File: src/hw/rtl/swrl_pkg.sv
// ----------------------------------------------------------------------------
// swrl_pkg
// Shared types and constants of the sliding-window byte-rate limiter.
// ----------------------------------------------------------------------------
package swrl_pkg;

  localparam int HISTORY_DEPTH = 64;
  localparam int IDX_W         = $clog2(HISTORY_DEPTH);
  localparam int CNT_W         = $clog2(HISTORY_DEPTH + 1);
  localparam int SUM_W         = 38;
  localparam int TOTAL_W       = 64;
  localparam int TIME_W        = 32;
  localparam int BYTES_W       = 32;
  localparam int WIN_W         = 16;
  localparam int CFG_IDX_W     = 2;
  localparam int CFG_DATA_W    = 32;
  localparam int REC_W         = TIME_W + BYTES_W;

  localparam logic [1:0] ACT_TICK   = 2'd0;
  localparam logic [1:0] ACT_QUERY  = 2'd1;
  localparam logic [1:0] ACT_RECORD = 2'd2;
  localparam logic [1:0] ACT_CLEAR  = 2'd3;

  localparam logic [CFG_IDX_W-1:0] CFG_LIMIT_BYTES  = 2'd0;
  localparam logic [CFG_IDX_W-1:0] CFG_LIMIT_ENABLE = 2'd1;
  localparam logic [CFG_IDX_W-1:0] CFG_WINDOW_MS    = 2'd2;

  localparam logic [WIN_W-1:0] WINDOW_MS_RESET = 16'd1000;

  typedef struct packed {
    logic [1:0]         action;
    logic [BYTES_W-1:0] byte_count;
  } item_t;

  typedef struct packed {
    logic               may_send;
    logic               limit_exceeded;
    logic               throttling;
    logic               throttle_changed;
    logic [SUM_W-1:0]   window_bytes;
    logic [TOTAL_W-1:0] total_bytes;
  } result_t;

  typedef enum logic [2:0] {
    ST_IDLE,
    ST_DROP,
    ST_APPEND,
    ST_PRUNE_WAIT,
    ST_PRUNE_CHK,
    ST_FINISH
  } state_t;

  typedef struct packed {
    logic latch;
    logic tick;
    logic clear;
    logic set_may;
    logic add_total;
    logic drop;
    logic append;
    logic decide;
    logic finish;
  } cmd_t;

  typedef struct packed {
    logic limit_on;
    logic ring_full;
    logic expired;
    logic is_query;
  } status_t;

endpackage

File: src/hw/rtl/swrl_ctrl.sv
// ----------------------------------------------------------------------------
// swrl_ctrl
// Sequencer of the rate limiter: decodes items and steps the prune loop.
// ----------------------------------------------------------------------------
module swrl_ctrl (
  input  logic             clk,
  input  logic             rst,
  input  logic             start,
  input  logic [1:0]       action,
  input  swrl_pkg::status_t status,
  output swrl_pkg::cmd_t   cmd,
  output logic             busy
);
  import swrl_pkg::*;

  state_t state;
  state_t state_next;

  always_ff @(posedge clk) begin
    if (rst) begin
      state <= ST_IDLE;
    end else begin
      state <= state_next;
    end
  end

  always_comb begin
    state_next = state;
    case (state)
      ST_IDLE: begin
        if (start) begin
          case (action)
            ACT_QUERY:  state_next = status.limit_on ? ST_PRUNE_CHK : ST_FINISH;
            ACT_RECORD: state_next = status.ring_full ? ST_DROP : ST_APPEND;
            default:    state_next = ST_FINISH;
          endcase
        end
      end
      ST_DROP:       state_next = ST_APPEND;
      ST_APPEND:     state_next = ST_PRUNE_WAIT;
      ST_PRUNE_WAIT: state_next = ST_PRUNE_CHK;
      ST_PRUNE_CHK:  state_next = status.expired ? ST_PRUNE_WAIT : ST_FINISH;
      ST_FINISH:     state_next = ST_IDLE;
      default:       state_next = ST_IDLE;
    endcase
  end

  always_comb begin
    cmd  = '0;
    busy = 1'b1;
    case (state)
      ST_IDLE: begin
        busy      = 1'b0;
        cmd.latch = start;
        if (start) begin
          case (action)
            ACT_TICK:   cmd.tick      = 1'b1;
            ACT_QUERY:  cmd.set_may   = !status.limit_on;
            ACT_RECORD: cmd.add_total = 1'b1;
            ACT_CLEAR:  cmd.clear     = 1'b1;
            default:    cmd.tick      = 1'b0;
          endcase
        end
      end
      ST_DROP:   cmd.drop   = 1'b1;
      ST_APPEND: cmd.append = 1'b1;
      ST_PRUNE_CHK: begin
        cmd.drop   = status.expired;
        cmd.decide = !status.expired && status.is_query;
      end
      ST_FINISH: cmd.finish = 1'b1;
      default:   cmd = '0;
    endcase
  end

endmodule

File: config.mk
export PLATFORM = sky130hd
export DESIGN_NAME = swrl_ctrl
export DESIGN_NICKNAME = d
export VERILOG_FILES = /design/src/hw/rtl/swrl_pkg.sv /design/src/hw/rtl/swrl_ctrl.sv
export SDC_FILE = /design/constraint.sdc
export NUM_CORES = 1
export LEC_CHECK = 0
export BUFFER_PORTS_ARGS = -buffer_cell sky130_fd_sc_hd__buf_4
export CAP_MARGIN = 20
export CORE_AREA = 2 2 39 41
export DETAILED_ROUTE_END_ITERATION = 7
export DIE_AREA = 0 0 41 43
export HOLD_SLACK_MARGIN = 0.12
export PLACE_DENSITY_LB_ADDON = 0.12
export SETUP_SLACK_MARGIN = 0.02
export SLEW_MARGIN = 15
export SYNTH_ARGS = -nofsm -noshare
export SYNTH_HDL_FRONTEND = slang
export SYNTH_SLANG_ARGS = --single-unit
export TNS_END_PERCENT = 10
File: constraint.sdc
create_clock -name clk -period 2.2 [get_ports clk]
set_clock_uncertainty 0.05 [all_clocks]
set_input_delay 0.44 -clock clk [delete_from_list [all_inputs] [get_ports clk]]
set_output_delay 0.44 -clock clk [all_outputs]
set_load 0.005 [all_outputs]
Yosys cells after proc, flatten, opt, wreduce, memory -nomap -nowiden
Index checks and enable logic that the tools add are counted.
- register bits: 3
- input bits: 9
- output and inout port bits: 10
- logic and storage cells: 32
- equal/unequal tests: 9
- mux-type cells: 17
- reduce and logical (&&, ||, !) cells: 5
- operator list (operator ; number):
    case mux 3 bit (5 select lines) ; 1
    two-way mux 1 bit ; 9
    equality test 3 x 2 -> 1 bit, second input constant ; 2
    equality test 3 bit, second input constant ; 2
    two-way mux 3 bit ; 2
    case mux 3 bit (2 select lines) ; 1
    two-way mux 5 bit ; 1
    equality test 2 bit, second input constant ; 2
    two-way mux 4 bit ; 1
    equality test 3 x 1 -> 1 bit, second input constant ; 1
    zero test 3 bit ; 1
    equality test 2 x 1 -> 1 bit, second input constant ; 1
    zero test 1 bit ; 2
    zero test 2 bit ; 1
    two-way mux 2 bit ; 1
    inequality test 2 bit, second input constant ; 1
    case mux 1 bit (2 select lines) ; 1
    logical AND 1 bit ; 1

Depth between registers and ports, before layout
- depth after elaboration: 4
- mapped depth: 5
- mapped depth without buffers: 5

Worst setup path after synthesis
OpenSTA, ideal clock, no wires.
- path kind: register to output
- start point: reg state[1]
- end point: out cmd[4] (netlist name)
- data arrival time: 1065 ps
- data required time: 1710 ps
- slack: 645 ps
- cell stages (with the launch flop): 5
- buffers on the path: 1
- cells stage by stage: dfxtp_1 > buf_6 > or3_4 > nor2_4 > and2_1
- RTL lines (item ; line ; RTL):
    start, declared ; swrl_ctrl.sv:16 ; state_t state;
    start signal, assigned ; swrl_ctrl.sv:23 ; state <= state_next;
    end, declared ; swrl_ctrl.sv:11 ; output swrl_pkg::cmd_t cmd,

==> results by group <==
Run status
  – Status: completed

Timing
  – Unrepaired setup endpoints after global routing: no
  – Setup TNS: 0 ps
  – Tcrit/Tclk final: 87.9%
  – Hold WS: 444 ps
  – Min Tclk post-route: 1930 ps
  – Rel. slew slack: 74.8%
  – Fin. Hold Viols: 0
  – Final Max Tran Viols: 0
  – Maximum achievable frequency: 517 MHz
  – Final setup viols: 0
  – Slew @ Worst Pin: 378 ps

Route
  – Initial DRC count: 1
  – Via-per-instance ratio: 4.52
  – Vias: 357
  – First-pass DRT Iterations: 4
  – Final antenna-violating net count: 0
  – Drc violations: 0
  – Average wire per standard cell: 9.72 um
  – Final wirelength: 768 um

Critical path
  – Slowest stage delay, CP: 440 ps
  – Worst setup EP type: output port
  – Critical path's top delay family: simple AND/OR/NAND/NOR gates
  – Critical-path top delay cell: or3_4
  – CP Class: reg2out
  – CP required: 1710 ps
  – Crit Path Max Fanout: 12
  – Worst-path cell chain: or3_4 -> nor2_4 -> and2_1 -> buf_4
  – Startpoint types: register
  – Arr. time, crit path: 1440 ps
  – Worst Path Buf+Inv: 1

Pwr
  – Pint: 0.275 mW
  – Clock Power Share: 21.7%
  – Flop pwr share: 26.9%
  – Peak supply drop: 355 uV
  – Comb pwr share: 51.4%
  – NetSw: 0.172 mW
  – Power per cell area: 859 nW/um^2
  – LEAKAGE: 0.266 nW
  – Switch share: 38.4%

Yosys
  – Post-Syn Instances: 43
  – Synth top area cells: ha_1 (18%), dfxtp_1 (17%), and2_1 (5.3%)
  – Post-Syn Area: 355 um^2
  – Ys Warns: 0
  – Distinct cells, synth: 26
  – Ys async rst share: 0%
  – Syn_nets: 57
  – Sequential share of the synthesized area: 16.9%
  – Synth area leader: ha_1
  – Synth top area share: 17.6%
  – Flops & latches, synth: 3
  – Synth Area per Inst: 8.26 um^2
  – Post-synth EDFFs: 0
  – Top FF cell, synth: dfxtp_1

Layout
  – Share of layout cells above drive strength 1: 39.7%
  – Nets: 78
  – Design area: 520 um^2
  – Most common cell after layout, fill and taps aside: buf_4
  – Antenna fix cells: 0
  – Most flops, register: state
  – P&R area growth vs syn: 46.5%
  – Max reg flops: 3
  – Commonest cells after routing, fill and taps aside: buf_4 (18), ha_1 (5), inv_1 (4), nor2_1 (4)
  – Final Non-Filler Cells: 79
  – Top flop regs: state (3)

Clock tree
  – Hold_buf cts: 0
  – CTS resizes: 0
  – Max Root-Sink Buffers: 2
  – H-tree levels: 1
  – CTS buffer count: 3
  – Clock net sink count: 3
  – TritonCTS clock tree: yes
  – Clock transition at path regs: 40 ps
  – Clock latency on the worst-skew pair: 230 ps
  – CTS root buf: clkbuf_4
  – Post-CTS Setup Bufs: 0

Global routing
  – Number of global-route vias before repair: 322
  – Remaining global-route overflow: 0
  – Largest net degree at the start of global routing: 13
  – Initial antenna violation count: 0
  – GRT Util Overall: 10.5%
  – Global-route wire length before repair: 1300 um

Place
  – GP Congestion: 0.642
  – Dpl hpwl: 617 um
  – Post-Place Cells: 75
  – Port bufs: 18
  – DP Area: 494 um^2

Hold path
  – Hold Path Class: in2reg

Floorplan
  – IO Pins: 19
  – Die Ht: 43 um
  – Die area: 1760 um^2
  – Die Span X: 41 um
  – Starting Density: 25.7%
  – Core ar.: 1380 um^2
  – Rows: 14

Flow run
  – MaxCap Viol Count: 0
## path summary, 6_finish.rpt
path,startpoint,endpoint,slack [ps],cells past startpoint
min reg2reg,state[0]$_SDFFE_PP0P_,state[0]$_SDFFE_PP0P_,580,1
min,rst,state[2]$_SDFFE_PP0P_,440,3
max,state[2]$_SDFFE_PP0P_,cmd[7],270,4
max reg2reg,state[2]$_SDFFE_PP0P_,state[0]$_SDFFE_PP0P_,860,3
## per-layer routing
layer / GRT usage, % / vias up / part of all wire (%) / wire [um]
met1: 13.7 / 156 / 41 / 316
met4: 6.00 / 0 / 2.5 / 19
li1: - / 186 / - / -
met3: 1.57 / 2 / 6.5 / 50
met5: 0 / - / 0 / 0
met2: 15.6 / 13 / 50 / 382
## tightest hold or removal path: cells and delay by family
kind                   cells  cell delay (ps)
buffers and inverters      1               70
AND/OR/NAND/NOR            2              160
## logic make-up (layout without fill, tap and decap cells)
family	Yosys count	in the layout	synth area share [%]
simple gates	21	21	41.5
compound gates	7	7	12.3
buf+inv	6	26	8.80
fa+ha+maj	5	5	17.6
flops	3	3	16.9
mux	1	1	2.82
## stage by stage
stage | power [mW] | util [%] | setup WS (ps)
5_1_grt | 0.494 | 37.6 | 184
4_1_cts | 0.454 | 37.6 | 253
3_3_place_gp | 0.357 | 35.7 | 503
6_report | 0.447 | 37.6 | 267
2_1_floorplan | 0.265 | - | 645
3_5_place_dp | 0.354 | 35.7 | 513
## power groups by stage
stage,clock network [mW],registers [mW],logic [mW]
5_1_grt,0.109,0.127,0.258
3_5_place_dp,0,0.122,0.233
6_report,0.0971,0.120,0.230
2_1_floorplan,0,0.0892,0.176
3_3_place_gp,0,0.123,0.233
4_1_cts,0.0998,0.120,0.234
## synth_stat cells (2+ instances only)
library cell	instances
nor2_1	4
dfxtp_1	3
o21ai_0	2
a21oi_1	2
nor2b_1	2
and2_1	3
inv_1	4
ha_1	5
## area by class of cell
type                            instances  area (um^2)
Fill cell                             153          863
Multi-Input combinational cell         34          264
Timing Repair Buffer                   18          135
Sequential cell                         3         60.1
Clock buffer                            4         26.3
Tap cell                               16         20.0
Inverter                                4         15.0
Note: power is estimated with default switching activity, not from simulation.
